File: src/design/lpps_pkg.sv
// Shared types, widths, register codes and reset values for the LED pattern PWM sequencer.
`timescale 1ns / 1ps
`default_nettype none

package lpps_pkg;

  // Default width of the pattern counter
  localparam int COUNT_WIDTH_DEF = 16;

  // Fixed field widths
  localparam int PEAK_W  = 16;
  localparam int STEP_W  = 8;
  localparam int LUM_W   = 9;
  localparam int MODE_W  = 2;
  localparam int DUTY_W  = 16;
  localparam int CFG_IDX_W  = 2;
  localparam int CFG_DATA_W = 16;

  // Register reset values
  localparam logic [PEAK_W-1:0] PEAK_RST = 16'd1023;
  localparam logic [STEP_W-1:0] STEP_RST = 8'd8;
  localparam logic [LUM_W-1:0]  LUM_RST  = 9'd256;

  // Saturation limit of the duty word
  localparam logic [DUTY_W-1:0] DUTY_MAX = 16'hFFFF;

  // Register indexes
  localparam logic [CFG_IDX_W-1:0] CFG_PEAK = 2'd0;
  localparam logic [CFG_IDX_W-1:0] CFG_STEP = 2'd1;
  localparam logic [CFG_IDX_W-1:0] CFG_LUM  = 2'd2;

  // LED pattern codes
  typedef enum logic [MODE_W-1:0] {
    MODE_OFF  = 2'd0,
    MODE_SOFT = 2'd1,
    MODE_ON   = 2'd2,
    MODE_HARD = 2'd3
  } mode_t;

  // Per-cycle control to the pattern counter
  typedef struct packed {
    logic  advance;
    mode_t mode;
  } pat_ctl_t;

  // Pattern settings
  typedef struct packed {
    logic [PEAK_W-1:0] peak;
    logic [STEP_W-1:0] step;
  } pat_cfg_t;

endpackage

`default_nettype wire

File: src/design/lpps_pattern.sv
// Pattern counter state and level generation for the four LED modes.
`timescale 1ns / 1ps
`default_nettype none

module lpps_pattern #(
  parameter int COUNT_WIDTH = lpps_pkg::COUNT_WIDTH_DEF
) (
  input  wire logic                   clk,
  input  wire logic                   rst_n,
  input  wire lpps_pkg::pat_ctl_t     ctl,
  input  wire lpps_pkg::pat_cfg_t     cfg,
  output logic [COUNT_WIDTH-1:0]      level
);

  // compare width covers both the counter and the 16-bit peak
  localparam int CMP_W = (COUNT_WIDTH > lpps_pkg::PEAK_W) ? COUNT_WIDTH : lpps_pkg::PEAK_W;

  logic [COUNT_WIDTH-1:0] count_r, count_nxt;
  logic                   ramp_up_r, ramp_up_nxt;
  lpps_pkg::mode_t        mode_r;

  logic [COUNT_WIDTH-1:0] count_base;
  logic [COUNT_WIDTH-1:0] count_inc;
  logic [COUNT_WIDTH-1:0] step_w;
  logic [COUNT_WIDTH-1:0] peak_w;
  logic [CMP_W-1:0]       count_cmp;
  logic [CMP_W-1:0]       inc_cmp;
  logic [CMP_W-1:0]       peak_cmp;
  logic [CMP_W-1:0]       half_cmp;

  always_comb begin
    // mode change restarts the count
    count_base = (ctl.mode != mode_r) ? '0 : count_r;
    step_w     = COUNT_WIDTH'(cfg.step);
    peak_w     = COUNT_WIDTH'(cfg.peak);
    count_inc  = count_base + COUNT_WIDTH'(1);
    count_cmp  = CMP_W'(count_base);
    inc_cmp    = CMP_W'(count_inc);
    peak_cmp   = CMP_W'(cfg.peak);
    half_cmp   = CMP_W'(cfg.peak >> 1);

    count_nxt   = count_base;
    ramp_up_nxt = ramp_up_r;
    level       = '0;

    case (ctl.mode)
      lpps_pkg::MODE_SOFT: begin
        if (ramp_up_r) begin
          if (count_cmp < peak_cmp) begin
            count_nxt = count_base + step_w;
          end else begin
            ramp_up_nxt = 1'b0;
          end
        end else begin
          if (count_base != '0) begin
            count_nxt = count_base - step_w;
          end else begin
            ramp_up_nxt = 1'b1;
          end
        end
        level = count_nxt;
      end
      lpps_pkg::MODE_ON: begin
        count_nxt = peak_w + COUNT_WIDTH'(1);
        level     = count_nxt;
      end
      lpps_pkg::MODE_HARD: begin
        // blink at 1/32 of the count during the first half of the period
        if ((count_cmp < half_cmp) && count_base[4]) begin
          level = peak_w;
        end
        count_nxt = (inc_cmp > peak_cmp) ? '0 : count_inc;
      end
      default: begin
        count_nxt = '0;
        level     = '0;
      end
    endcase
  end

  always_ff @(posedge clk) begin
    if (!rst_n) begin
      count_r   <= '0;
      ramp_up_r <= 1'b1;
      mode_r    <= lpps_pkg::MODE_OFF;
    end else if (ctl.advance) begin
      count_r   <= count_nxt;
      ramp_up_r <= ramp_up_nxt;
      mode_r    <= ctl.mode;
    end
  end

  a_mode_tracks: assert property (@(posedge clk) disable iff (!rst_n)
    ctl.advance |=> (mode_r == $past(ctl.mode)))
    else $error("stored mode did not follow the advanced word");

  a_on_level: assert property (@(posedge clk) disable iff (!rst_n)
    (ctl.advance && (ctl.mode == lpps_pkg::MODE_ON))
      |=> (count_r == ($past(peak_w) + COUNT_WIDTH'(1))))
    else $error("on mode count is not peak plus one");

  a_hold: assert property (@(posedge clk) disable iff (!rst_n)
    !ctl.advance |=> ($stable(count_r) && $stable(ramp_up_r)))
    else $error("pattern state moved without an advance");

endmodule

`default_nettype wire

File: src/design/lpps_scale.sv
// Luminance scaling of the pattern level with truncation and saturation.
`timescale 1ns / 1ps
`default_nettype none

module lpps_scale #(
  parameter int COUNT_WIDTH = lpps_pkg::COUNT_WIDTH_DEF
) (
  input  wire logic [COUNT_WIDTH-1:0]         level,
  input  wire logic [lpps_pkg::LUM_W-1:0]     luminance,
  output logic      [lpps_pkg::DUTY_W-1:0]    duty
);

  localparam int PROD_W = COUNT_WIDTH + lpps_pkg::LUM_W;
  localparam int SCL_W  = PROD_W - 8;
  localparam int SAT_W  = (SCL_W > lpps_pkg::DUTY_W) ? SCL_W : lpps_pkg::DUTY_W + 1;

  logic [PROD_W-1:0] prod;
  logic [SAT_W-1:0]  scaled;

  always_comb begin
    prod   = PROD_W'(level) * PROD_W'(luminance);
    scaled = SAT_W'(prod[PROD_W-1:8]);
    duty   = (scaled > SAT_W'(lpps_pkg::DUTY_MAX)) ? lpps_pkg::DUTY_MAX
                                                   : scaled[lpps_pkg::DUTY_W-1:0];
  end

endmodule

`default_nettype wire

File: src/design/led_pattern_pwm_sequencer.sv
// Top level of the LED pattern PWM sequencer: registers, pipeline and handshakes.
`timescale 1ns / 1ps
`default_nettype none

//  channel | direction | handshake         | word
//  --------+-----------+-------------------+------------------------------------
//  in_     | input     | in_valid/in_stall | compare_event, mode
//  out_    | output    | out_valid/out_stall| duty
//  cfg_    | input     | cfg_valid/cfg_ready| cfg_index, cfg_data
//
//  One word per clock sustained while out_stall is low. From acceptance to
//  out_valid a word passes the input register, the pattern stage (level
//  register) and the scaling stage (output register). The count update loop
//  in the pattern stage sets the rate. Synchronous active-low reset clears the
//  pipeline valids and pattern state and loads the settings' reset values.
//  out_stall backs up combinationally; a stage with room keeps taking words.

module led_pattern_pwm_sequencer #(
  parameter int COUNT_WIDTH = lpps_pkg::COUNT_WIDTH_DEF
) (
  input  wire logic                              clk,
  input  wire logic                              rst_n,
  // input words
  input  wire logic                              in_valid,
  output logic                                   in_stall,
  input  wire logic                              in_compare_event,
  input  wire logic [lpps_pkg::MODE_W-1:0]       in_mode,
  // result words
  output logic                                   out_valid,
  input  wire logic                              out_stall,
  output logic      [lpps_pkg::DUTY_W-1:0]       out_duty,
  // register writes
  input  wire logic                              cfg_valid,
  output logic                                   cfg_ready,
  input  wire logic [lpps_pkg::CFG_IDX_W-1:0]    cfg_index,
  input  wire logic [lpps_pkg::CFG_DATA_W-1:0]   cfg_data
);

  // settings
  logic [lpps_pkg::PEAK_W-1:0] peak_r;
  logic [lpps_pkg::STEP_W-1:0] step_r;
  logic [lpps_pkg::LUM_W-1:0]  lum_r;

  // input register
  logic                        s1_valid_r;
  logic                        s1_event_r;
  lpps_pkg::mode_t             s1_mode_r;

  // level register
  logic                        lvl_valid_r;
  logic [COUNT_WIDTH-1:0]      lvl_r, lvl_nxt;

  // output register
  logic                        out_valid_r;
  logic [lpps_pkg::DUTY_W-1:0] out_duty_r, duty_nxt;

  logic                        s1_ready, s2_ready, s3_ready;
  logic                        in_accept, s1_adv, s2_adv;
  logic [COUNT_WIDTH-1:0]      pat_level;
  lpps_pkg::pat_ctl_t          pat_ctl;
  lpps_pkg::pat_cfg_t          pat_cfg;

  assign cfg_ready = 1'b1;

  always_ff @(posedge clk) begin
    if (!rst_n) begin
      peak_r <= lpps_pkg::PEAK_RST;
      step_r <= lpps_pkg::STEP_RST;
      lum_r  <= lpps_pkg::LUM_RST;
    end else if (cfg_valid && cfg_ready) begin
      case (cfg_index)
        lpps_pkg::CFG_PEAK: peak_r <= cfg_data[lpps_pkg::PEAK_W-1:0];
        lpps_pkg::CFG_STEP: step_r <= cfg_data[lpps_pkg::STEP_W-1:0];
        lpps_pkg::CFG_LUM:  lum_r  <= cfg_data[lpps_pkg::LUM_W-1:0];
        default: ;  // unmapped index, write dropped
      endcase
    end
  end

  // per-stage ready: a stage takes a word when empty or when it drains
  assign s3_ready  = !out_valid_r || !out_stall;
  assign s2_ready  = !lvl_valid_r || s3_ready;
  assign s1_ready  = !s1_valid_r || s2_ready;
  assign in_stall  = !s1_ready;
  assign in_accept = in_valid && s1_ready;
  assign s1_adv    = s1_valid_r && s2_ready;
  assign s2_adv    = lvl_valid_r && s3_ready;

  // pattern state only moves on a word with the compare flag
  assign pat_ctl.advance = s1_adv && s1_event_r;
  assign pat_ctl.mode    = s1_mode_r;
  assign pat_cfg.peak    = peak_r;
  assign pat_cfg.step    = step_r;

  lpps_pattern #(
    .COUNT_WIDTH (COUNT_WIDTH)
  ) u_pattern (
    .clk   (clk),
    .rst_n (rst_n),
    .ctl   (pat_ctl),
    .cfg   (pat_cfg),
    .level (pat_level)
  );

  assign lvl_nxt = s1_event_r ? pat_level : '0;

  lpps_scale #(
    .COUNT_WIDTH (COUNT_WIDTH)
  ) u_scale (
    .level     (lvl_r),
    .luminance (lum_r),
    .duty      (duty_nxt)
  );

  always_ff @(posedge clk) begin
    if (!rst_n) begin
      s1_valid_r  <= 1'b0;
      lvl_valid_r <= 1'b0;
      out_valid_r <= 1'b0;
    end else begin
      if (s1_ready) begin
        s1_valid_r <= in_valid;
      end
      if (s2_ready) begin
        lvl_valid_r <= s1_valid_r;
      end
      if (s3_ready) begin
        out_valid_r <= lvl_valid_r;
      end
    end
  end

  // payload, no reset
  always_ff @(posedge clk) begin
    if (in_accept) begin
      s1_event_r <= in_compare_event;
      s1_mode_r  <= lpps_pkg::mode_t'(in_mode);
    end
    if (s1_adv) begin
      lvl_r <= lvl_nxt;
    end
    if (s2_adv) begin
      out_duty_r <= duty_nxt;
    end
  end

  assign out_valid = out_valid_r;
  assign out_duty  = out_duty_r;

  a_empty_no_stall: assert property (@(posedge clk) disable iff (!rst_n)
    !s1_valid_r |-> !in_stall)
    else $error("input stalled with an empty input register");

  a_no_flag_zero: assert property (@(posedge clk) disable iff (!rst_n)
    (s1_adv && !s1_event_r) |=> (lvl_r == '0))
    else $error("word without compare flag gave a nonzero level");

  a_out_load: assert property (@(posedge clk) disable iff (!rst_n)
    s2_adv |=> out_valid_r)
    else $error("level word lost on its way to the output register");

endmodule

`default_nettype wire

File: config.mk
export PLATFORM = sky130hd
export DESIGN_NAME = led_pattern_pwm_sequencer
export DESIGN_NICKNAME = d
export VERILOG_FILES = /design/src/design/lpps_pkg.sv /design/src/design/lpps_pattern.sv /design/src/design/lpps_scale.sv /design/src/design/led_pattern_pwm_sequencer.sv
export SDC_FILE = /design/constraint.sdc
export NUM_CORES = 1
export LEC_CHECK = 0
export BUFFER_PORTS_ARGS = -buffer_cell sky130_fd_sc_hd__buf_2
export CAP_MARGIN = 25
export CORE_MARGIN = 5
export CORE_UTILIZATION = 55
export DETAILED_ROUTE_END_ITERATION = 8
export GPL_TIMING_DRIVEN = 0
export PLACE_DENSITY = 0.72
export SLEW_MARGIN = 10
export SYNTH_ARGS = -nofsm -noshare
export SYNTH_HDL_FRONTEND = slang
export SYNTH_SLANG_ARGS = --single-unit
File: constraint.sdc
create_clock -name clk -period 10 [get_ports clk]
set_input_delay 0.5 -clock clk [delete_from_list [all_inputs] [get_ports clk]]
set_output_delay 0.5 -clock clk [all_outputs]
set_load 0.05 [all_outputs]
* After elaboration in Yosys (flattened, before gate mapping) *
Cells that the tools add are included.

word-level totals
  bits in writable memories = 0
  latch bits = 0
  output and inout port bits = 19
  memory bits (read-only) = 0
  word-level logic and storage cells = 58
  register bits after elaboration = 90
  memories = 0

operators by class
  bitwise gates (word level) = 0
  multiplexer cells = 11
  reduce and logical (&&, ||, !) cells = 19
  multipliers = 1
  shift operators = 0
  equal/unequal tests = 6
  divide/modulo/power cells = 0
  order comparisons = 4
  add/subtract/negate cells = 4

operator list
  cell                                                             count
  two-way mux 16 bit                                               6
  one-hot mux 16 bit (3 select lines)                              2
  adder 16 x 1 -> 16 bit, second input constant                    2
  multiplier 16 x 9 -> 25 bit                                      1
  greater-than comparator 17 x 16 -> 1 bit, second input constant  1
  adder 16 x 8 -> 16 bit                                           1
  greater-than comparator 16 bit                                   1
  less-than comparator 16 x 15 -> 1 bit                            1
  less-than comparator 16 bit                                      1
  nonzero test 16 bit                                              1
  subtractor 16 x 8 -> 16 bit                                      1
  AND reduction 2 bit                                              4
  equality test 2 bit, second input constant                       3
  logical AND 1 bit                                                5
  logical NOT 1 bit                                                5
  equality test 2 x 1 -> 1 bit, second input constant              2
  logical OR 1 bit                                                 3
  two-way mux 1 bit                                                3
  logical NOT 2 bit                                                1
  != test 2 bit                                                    1

* Depth between registers and ports, before layout *
  depth in word-level cells = 6
  mapped depth = 22
  mapped depth without buffers = 19

* Modules after synthesis *
From an unflattened synthesis, not the netlist that was laid out.

unflattened totals
  cells, all modules = 1396
  area, all modules = 11857.6 um2

by module, submodules not included
  module                     times used  area an instance (um2)  cells each  seq. area each (um2)
  lpps_scale                 1           4780.8                  578         0.0
  lpps_pattern               1           4364.2                  610         380.4
  led_pattern_pwm_sequencer  1           2712.6                  208         1771.7

* Least setup slack after synthesis *
No wires, ideal clock.

  kind = flip-flop to flip-flop
  from = register lum_r[2] (netlist name)
  to = register out_duty_r (netlist bit out_duty[12]), data pin
  setup time = 255 ps
  data required time = 9745 ps
  arrival time = 4987 ps
  setup slack = 4758 ps
  clock period less this slack = 5242 ps
  cell stages (with the launch flop) = 21
  cells stage by stage = dfxtp_1 -> clkbuf_1 -> clkbuf_1 -> nand2_1 -> fa_1 -> inv_1 -> fa_1 -> fa_1 -> inv_1 -> fa_1 -> inv_1 -> ha_1 -> o21a_1 -> o21ai_0 -> a211o_1 -> a31o_2 -> a32oi_2 -> o221ai_1 -> xnor2_1 -> buf_4 -> nand2_1

on the way
  word-level cells in the longest chain between the ends = 2

RTL lines
  what                                      line                              RTL
  start, declared                           led_pattern_pwm_sequencer.sv:42   logic [lpps_pkg::LUM_W-1:0] lum_r;
  start signal, assigned                    led_pattern_pwm_sequencer.sv:69   lum_r <= lpps_pkg::LUM_RST;
  start signal, assigned                    led_pattern_pwm_sequencer.sv:74   lpps_pkg::CFG_LUM: lum_r <= cfg_data[lpps_pkg::LUM_W-1:0];
  multiplier 16 x 9 -> 25 bit (*)           lpps_scale.sv:21                  prod = PROD_W'(level) * PROD_W'(luminance);
  greater-than comparator 17 x 16 -> 1 bit  lpps_scale.sv:23                  duty = (scaled > SAT_W'(lpps_pkg::DUTY_MAX)) ? lpps_pkg::DUTY_MAX
  end signal, assigned                      led_pattern_pwm_sequencer.sv:143  out_duty_r <= duty_nxt;
  end, declared                             led_pattern_pwm_sequencer.sv:55   logic [lpps_pkg::DUTY_W-1:0] out_duty_r, duty_nxt;

Every way passes the cells marked *; elsewhere a longest branch is shown, timed or not.
A chain may end at the register's enable or synchronous reset.

* Final worst setup path *
  from = register lum_r[2] (netlist name)
  to = register out_duty_r (netlist bit out_duty[4]), data pin

Same word-level chain as after synthesis.

==> run metrics <==
status complete, no violations; worst flop-to-flop path startpoint lum_r[2]; cell total after placement 1589; Tightest Hold Check Type in -> reg; postcts setup bufs 0; CTS Buf Count 9; synth top area cells fa_1 18%, ha_1 12%, dfxtp_1 10%; crit path max-delay cell type xnor2_1; WHS Endpoint s1_event_r; final worst-path cycle share 63.20%; register area 2152 um2; CP Class reg -> reg; Post-Syn Area 10870 um2; Synth top area share 18.41%; Design Area, Final 11720 um2; largest net degree at the start of global routing 19; CTS clock-pin slew for the worst setup and hold paths 0.07 ns; H-tree Lvls 3; die area 22680 um2; first-pass GRT wire length 46.91 mm; PnR worst setup slack 3.680 ns; final wirelength 28.87 mm; CP peak stage delay 0.66 ns; post-synth cell types 75; n_diodes 0; TritonRoute pass-1 iters 5; CP Launch Type flip-flop; cell mode on critical path fa_1; vias in the first global route 9256; crit-path cells clkbuf_1 -> clkbuf_1 -> nand2_1 -> fa_1 -> inv_1 -> fa_1 -> fa_1 -> inv_1 -> fa_1 -> inv_1 -> ha_1 -> o21a_1 -> o21ai_0 -> a211o_1 -> a31o_2 -> a32oi_2 -> o221ai_1 -> xnor2_1 -> buf_4 -> nand2_1; drt wl/cell 18.00 um; cts repair resizes 0; cell area power density 90.22 nW/um2; CP required 10.11 ns; share of post-route cells with drive strength above 1 6.647%; Hold Path Depth 1; global-route usage over all layers 26.31%; Via Count 9260; Bufs on Longest Clock Path 2; synthesized area per cell 8.502 um2; fin cells 1604; drt first-iter violations 806; vias per cell 5.773; P_leak 5.555 nW; Synth Register Bits 90; syn nets 1511; initial antenna violation count 0; worst-margin pin slew 0.8440 ns; CTS root buf clkbuf_16; clk_lat worst skew 0.35 ns; R2R setup slack 3.68 ns; post-layout net count 1567; WP data arrival 6.43 ns; kind of end point of the critical path flip-flop; min-delay src in_compare_event; Initial Utilization 55.87%; register area share after synthesis 19.79%; max cap viols 0; Worst Path Max Fanout 10; number of enable flip-flop cells after synthesis 35; DP HPWL 23.45 mm; dpl cell area 11440 um2; GRT Residual Overflow 0; multi-input logic area 7876 um2; count of final setup violators 0; Synth warnings 0; top_reg_cell synth dfxtp_1; top cells by count, synth 169 x nand2_1, 162 x inv_1, 106 x ha_1, 100 x fa_1, 92 x and2_1; Rows 51; worst slack, placed 3.652 ns; DRC Markers 0; Post-synth ARST share 0%; fin crit period 6.320 ns; clock sinks 90; Ports 45; Slew Viols, Final 0; final setup skew 0.008996 ns; port bufs 43; CTS tree built; FMAX 0.1582 GHz; Fin. Hold Viols 0; Design Power 1.057 mW; reg2reg end out_duty[4]; Die H 150.6 um; Yosys top cell by area fa_1; Post-Syn Instances 1279; fill count 1740; RSZ-0062 raised after global routing false; setup_tns 0 ns; top-count cell post-synth nand2_1; Slew HR 42.94%; Core Box Area 19460 um2; # hold bufs at CTS 0; Max IR drop VDD 73.01 uV; Placer Congestion 0.9937; P&R area growth vs syn 7.732%; die width 150.6 um; ANT nets after route 0; R2R cell count 20
==> placed cells by master, fill, tap and decap left out, types with 4 or more instances in the layout <==
master | Yosys | layout
nand4_1 | 6 | 6
a22oi_1 | 5 | 5
buf_2 | 7 | 51
nand3b_1 | 8 | 8
o21ai_0 | 39 | 39
o21a_1 | 11 | 11
fa_1 | 100 | 100
nor2_1 | 65 | 65
xor2_1 | 15 | 15
a211o_1 | 5 | 5
clkbuf_16 | 0 | 9
nand2_1 | 169 | 169
inv_1 | 162 | 162
dfxtp_1 | 55 | 55
a221oi_1 | 5 | 5
a31oi_1 | 11 | 11
and2_1 | 92 | 92
xnor2_1 | 43 | 43
nand2b_1 | 14 | 14
o21bai_1 | 4 | 4
o22ai_1 | 6 | 6
o2111ai_1 | 5 | 5
clkbuf_1 | 41 | 41
a21o_1 | 11 | 11
nand3_1 | 27 | 27
and3_1 | 14 | 14
nor2b_1 | 17 | 17
a21oi_1 | 74 | 74
o211ai_1 | 14 | 14
ha_1 | 106 | 106
nor3_1 | 16 | 16
mux2i_1 | 24 | 24
a211oi_1 | 9 | 9
edfxtp_1 | 35 | 35
==> how the worst max path moves through the flow <==
stage / startpoint / cells after the start / to / slack (ns)
CTS: lum_r[2] / 20 / out_duty[11] / 3.65
global placement: lum_r[2] / 20 / out_duty[8] / 3.74
floorplan: lum_r[2] / 20 / out_duty[12] / 4.76
finish: lum_r[2] / 20 / out_duty[4] / 3.68
global route: lum_r[2] / 20 / out_duty[8] / 3.32
detailed placement: lum_r[2] / 20 / out_duty[11] / 3.65
==> critical path: cells and delay by family (launching register included) <==
family / cells / cell delay (ns)
xor gates and xnor gates: 1 / 0.66
AOI/OAI and AO/OA: 6 / 1.28
buffers and inverters: 6 / 1.25
and+or+nand+nor: 2 / 0.21
adders and majority gates: 5 / 2.36
DFF: 1 / 0.31
==> routing by layer <==
layer	track usage, %	routed length (um)	vias to the layer above
met4	7.117	705	0
met5	0	0	-
met2	46.65	14220	316
li1	-	-	4389
met1	34.08	12290	4505
met3	3.040	1654	50
==> where the power goes <==
part	internal [mW]	switching (mW)
logic	0.118	0.194
clock network	0.176	0.150
registers	0.402	0.0170
==> logic make-up after synthesis <==
logic type | share of synthesized area (%)
compound gates | 14.23
xor+xnor | 4.672
fa+ha+maj | 30.61
buf+inv | 7.813
flops | 19.79
mux | 2.347
other cells | 0.03449
simple gates | 20.50
==> sequential cells by signal, summed over array words and instances, names as in the netlist <==
name,flops
u_pattern.ramp_up_r,1
out_duty,16
u_pattern.count_r,16
step_r,8
s1_valid_r,1
out_valid,1
u_pattern.mode_r,2
s1_event_r,1
s1_mode_r,2
lum_r,9
lvl_r,16
lvl_valid_r,1
peak_r,16
==> through the flow <==
step / utilization (%) / hold WS, ns
6_report: 60.19 / 0.3191
3_3_place_gp: 58.68 / 0.4632
5_1_grt: 60.19 / 0.3096
4_1_cts: 60.19 / 0.3092
3_5_place_dp: 58.79 / 0.4817
2_1_floorplan: - / 0.4525
==> area by class of cell <==
type	count	area share [%]
Clock buffer	10	2.040
Multi-Input combinational cell	972	67.23
Sequential cell	90	18.37
Clock inverter	5	0.2990
Tap cell	265	2.830
Inverter	162	5.191
Buffer	55	2.061
Timing Repair Buffer	45	1.976
(Power assumes the default switching activity.)
